$ cat config.mk
export PLATFORM = sky130hd
export DESIGN_NAME = alem_div24
export DESIGN_NICKNAME = d
export VERILOG_FILES = /design/src/rtl/alem_pkg.sv /design/src/rtl/alem_div24.sv
export SDC_FILE = /design/constraint.sdc
export NUM_CORES = 1
export LEC_CHECK = 0
export ABC_AREA = 1
export BUFFER_PORTS_ARGS = -buffer_cell sky130_fd_sc_hd__buf_2
export CORE_MARGIN = 5
export CORE_UTILIZATION = 50
export DETAILED_ROUTE_END_ITERATION = 10
export PLACE_DENSITY_LB_ADDON = 0.05
export SYNTH_ARGS = -nofsm -noshare
export SYNTH_HDL_FRONTEND = slang
export SYNTH_SLANG_ARGS = --single-unit
$ cat constraint.sdc
create_clock -name clk_i -period 6.41 [get_ports clk_i]
set_input_delay 0.3205 -clock clk_i [delete_from_list [all_inputs] [get_ports clk_i]]
set_output_delay 0.3205 -clock clk_i [all_outputs]
set_load 0.005 [all_outputs]
$ cat src/rtl/alem_pkg.sv
`timescale 1ns / 1ps
// ----------------------------------------------------------------------------
// alem_pkg
// Shared types and constants of the affine Lie exponential map core.
// ----------------------------------------------------------------------------
package alem_pkg;

  // One signed fixed-point matrix entry and the top two rows of a matrix,
  // stored row major (index = row * 3 + column).
  typedef logic signed [31:0] q_t;
  typedef q_t mat_t [6];

  // Transform kinds.
  localparam logic [1:0] KIND_ROTATION   = 2'd0;
  localparam logic [1:0] KIND_RIGID      = 2'd1;
  localparam logic [1:0] KIND_SIMILARITY = 2'd2;
  localparam logic [1:0] KIND_AFFINE     = 2'd3;

  // Final sum width and the widths used by the divide-by-24 pipeline.
  localparam int SW  = 40;  // signed Taylor sum
  localparam int XW  = 34;  // (|sum| + 12) / 8
  localparam int HW  = 18;  // high part of x
  localparam int LW  = 16;  // low part of x
  localparam int QHW = 17;  // high part of x / 3
  localparam int YW  = 18;  // remainder * 2^16 + low part
  localparam int QW  = 33;  // full quotient

  // floor(v / 3) = (v * RECIP3) >> RECIP3_SH, exact for v < 2^19.
  localparam logic [18:0] RECIP3    = 19'd349526;
  localparam int          RECIP3_SH = 20;

  // Stage enables of one matrix multiplier.
  typedef struct packed {
    logic mul;
    logic sum;
  } mm_en_t;

  // Stage enables of one divider lane.
  typedef struct packed {
    logic hi;
    logic lo;
    logic fin;
  } dv_en_t;

endpackage

$ cat src/rtl/alem_div24.sv
`timescale 1ns / 1ps
// ----------------------------------------------------------------------------
// alem_div24
// Three-stage divide of a sign and magnitude by 24 with saturation.
// ----------------------------------------------------------------------------
module alem_div24 import alem_pkg::*; (
  input  logic          clk_i,
  input  dv_en_t        en_i,
  input  logic [XW-1:0] x_i,    // (|sum| + 12) / 8, still to be divided by 3
  input  logic          neg_i,
  output q_t            val_o,
  output logic          sat_o
);

  logic [QHW-1:0] qh_d, qh_q;
  logic [YW-1:0]  y_d, y_q;
  logic           neg_q, neg2_q;
  logic [QW-1:0]  q_d, q_q;
  q_t             val_d, val_q;
  logic           sat_d, sat_q;

  // High part first: h = 3*qh + rh, then y = rh * 2^16 + low part.
  always_comb begin
    logic [HW+18:0] ph;
    logic [1:0]     rh;
    ph   = (HW+19)'(x_i[XW-1:LW]) * (HW+19)'(RECIP3);
    qh_d = ph[RECIP3_SH +: QHW];
    rh   = 2'(x_i[XW-1:LW] - ((HW)'(qh_d) << 1) - HW'(qh_d));
    y_d  = {rh, x_i[LW-1:0]};
  end

  always_comb begin
    logic [YW+18:0] py;
    py  = (YW+19)'(y_q) * (YW+19)'(RECIP3);
    q_d = {qh_q, py[RECIP3_SH +: LW]};
  end

  always_comb begin
    sat_d = 1'b0;
    if (!neg2_q && q_q > 33'h0_7FFF_FFFF) begin
      val_d = 32'sh7FFF_FFFF;
      sat_d = 1'b1;
    end else if (neg2_q && q_q > 33'h0_8000_0000) begin
      val_d = 32'sh8000_0000;
      sat_d = 1'b1;
    end else begin
      val_d = neg2_q ? q_t'(~q_q[31:0] + 32'd1) : q_t'(q_q[31:0]);
    end
  end

  always_ff @(posedge clk_i) begin
    if (en_i.hi) begin
      qh_q  <= qh_d;
      y_q   <= y_d;
      neg_q <= neg_i;
    end
    if (en_i.lo) begin
      q_q    <= q_d;
      neg2_q <= neg_q;
    end
    if (en_i.fin) begin
      val_q <= val_d;
      sat_q <= sat_d;
    end
  end

  assign val_o = val_q;
  assign sat_o = sat_q;

endmodule
==> summary.txt <==
STA
  – Endpoints failing hold: 0
  – Actual slew at the worst max-slew pin: 1.068 ns
  – Final Max Slew Viols: 0
  – Fmax: 179.5 MHz
  – Fin crit share: 86.92%
  – Total Neg Setup Slack: 0 ns
  – RSZ-0062 raised after global routing: false
  – Slew headroom: 28.66%
  – Layout Skew: 0.01438 ns
  – Fin crit period: 5.572 ns
  – Setup violators final: 0
  – Final hold slack: 0.1250 ns

GRT
  – Largest net degree at the start of global routing: 37
  – Number of global-route vias before repair: 13540
  – Initial antenna violation count: 0
  – Remaining Overflow, GRT: 0
  – First-pass GRT wire length: 68.38 mm
  – Total Routing Usage GR: 22.35%

Clocking
  – CTS resizes: 0
  – CTS root buf: clkbuf_16
  – Clk sinks: 103
  – CTS H-tree depth: 3
  – CTS max path bufs: 2
  – Post-CTS Setup Inserts: 0
  – Worst-Skew Late Latency: 0.37 ns
  – Clk slew on worst S/H paths: 0.08 ns
  – TritonCTS clock tree: built
  – CTS Buf Count: 9
  – Cts hold-fix bufs: 0

Final layout
  – Reg area: 3093 µm²
  – Commonest non-fill, non-tap cell in the layout: inv_1
  – Multi-input gate area: 11890 µm²
  – # fillers: 3205
  – Nets: 2596
  – Commonest non-fill, non-tap cells in the layout: 555 x inv_1, 316 x ha_1, 302 x nand2_1
  – Layout cell share with drive strength beyond 1: 4.825%
  – Area delta synth->final: 6.654%
  – Number of diodes: 0

Drt
  – DR pass1 iterations: 5
  – Total routed wirelength: 40.81 mm
  – Vias/cell: 5.040
  – Antenna Nets Post-Route: 0
  – Via count: 12490
  – Residual DRC count: 0
  – DRT iter0 DRCs: 564
  – Average wire per standard cell: 16.46 µm

Yosys
  – Post-synthesis cell count: 1953
  – Yosys Warn Count: 0
  – Synthesized Nets: 2523
  – Syn Area/Cell: 8.772 µm²
  – Post-synth EDFFs: 103
  – Netlist Area Pre-Place: 17130 µm²
  – Number of register bits inferred by synthesis: 103
  – Ys async rst share: 0%
  – Register area share after synthesis: 18.05%
  – Top_reg_cell synth: edfxtp_1
  – Synth unique cells: 35

Critical path
  – Critical Path AT: 5.69 ns
  – Critical path endpoint: q_q[7]
  – Critical path fanouts, max: 6
  – Crit path launch: y_q[6]
  – Data required time at the worst endpoint: 6.53 ns
  – Worst r2r dst: q_q[7]
  – Path type of the worst setup path: flip-flop to flip-flop
  – Reg2reg setup slack: 0.84 ns
  – CP endpoint kind: flip-flop
  – Startpoint types: flip-flop
  – Critical R2R Launch: y_q[6]
  – Cells on worst reg2reg path: 19

Floorplan
  – # IOs: 72
  – Starting Density: 50.84%
  – Std cell rows: 67
  – Die area: 38060 µm²
  – Die X-Extent: 195.1 µm
  – Die height: 195.1 µm
  – Core footprint: 33700 µm²

Job
  – Maxcap violations: 0

Hold path
  – Hold path depth: 1
  – Type of the most critical hold path: input port to flip-flop

Placed design
  – IO Port Bufs: 71
  – Placer Congestion: 0.9380
  – Post-detail-place hpwl: 36.32 mm

Outcome
  – Status: completed
cell usage after synthesis (11+ instances only):
| master | n | area share [%] |
|---|---|---|
| nor2_1 | 111 | 2.4 |
| nor3_1 | 16 | 0.47 |
| xor2_1 | 36 | 1.8 |
| edfxtp_1 | 103 | 18 |
| inv_1 | 555 | 12 |
| ha_1 | 316 | 23 |
| a21o_1 | 11 | 0.48 |
| nand3_1 | 68 | 2.0 |
| nand2_1 | 302 | 6.6 |
| xnor2_1 | 13 | 0.66 |
| fa_1 | 215 | 25 |
| a21oi_1 | 67 | 2.0 |
| o21ai_0 | 49 | 1.4 |
| o21bai_1 | 15 | 0.66 |
| nand4_1 | 16 | 0.58 |
kinds of logic (layout without fill, tap and decap cells):
family	after synthesis	after routing	share of synthesized area, %
flip-flops	103	103	18.05
XOR/XNOR	49	49	2.505
buffers and inverters	566	644	12.53
AND/OR/NAND/NOR	535	535	13.01
adder cells (fa/ha/maj)	531	531	48.20
AO/OA/AOI/OAI	169	169	5.697
registers in the layout, indices dropped and copies added (netlist names):
| name | count |
|---|---|
| neg2_q | 1 |
| neg_q | 1 |
| q_q | 33 |
| qh_q | 17 |
| sat_o | 1 |
| val_o | 32 |
| y_q | 18 |
critical path: stages, from the launching register on:
cell	delay, ns
edfxtp_1	0.55
ha_1	0.45
ha_1	0.32
inv_1	0.05
fa_1	0.53
inv_1	0.06
fa_1	0.53
fa_1	0.56
inv_1	0.06
fa_1	0.56
inv_1	0.05
ha_1	0.33
nand2_1	0.11
nor2_1	0.24
nand2_1	0.08
o21ai_0	0.44
and2_1	0.23
nor2_1	0.04
nand2_1	0.07
nand2_1	0.06
metrics by stage:
step | util, % | cells | area [µm²] | setup slack [ns]
detailed placement | 53.39 | 2463 | 17990 | 0.5367
floorplan | - | 1953 | 17130 | 1.130
CTS | 54.22 | 2479 | 18270 | 0.8845
finish | 54.22 | 2479 | 18270 | 0.8384
global placement | 53.39 | 2463 | 17990 | 0.6056
global route | 54.22 | 2479 | 18270 | 0.4946
worst min-delay path by stage:
stage          slack, ns      end     from
2_1_floorplan       0.40   neg2_q    neg_q
3_3_place_gp        0.40  q_q[22]  qh_q[6]
3_5_place_dp        0.41  q_q[17]  qh_q[1]
4_1_cts             0.11   y_q[0]   x_i[0]
5_1_grt             0.11  y_q[11]  x_i[11]
6_report            0.12   y_q[0]   x_i[0]
layer usage:
layer	GRT usage, %	vias to the layer above	routed length [µm]
met1	27.53	6001	17460
met5	0	-	0
met2	40.99	196	20780
li1	-	6236	-
met3	2.154	61	1066
met4	7.680	0	1503
cell type report:
class                      instances  area share (%)
clock buffer                      10           1.253
clock inverter                     6          0.2808
inverter                         557           11.44
tap                              448           3.068
timing repair buffer              71           1.945
multi-input combinational       1284           65.08
sequential                       103           16.93
Power is not shown: default switching activity piles up to over one toggle a cycle in this logic, so the estimate is an artifact.
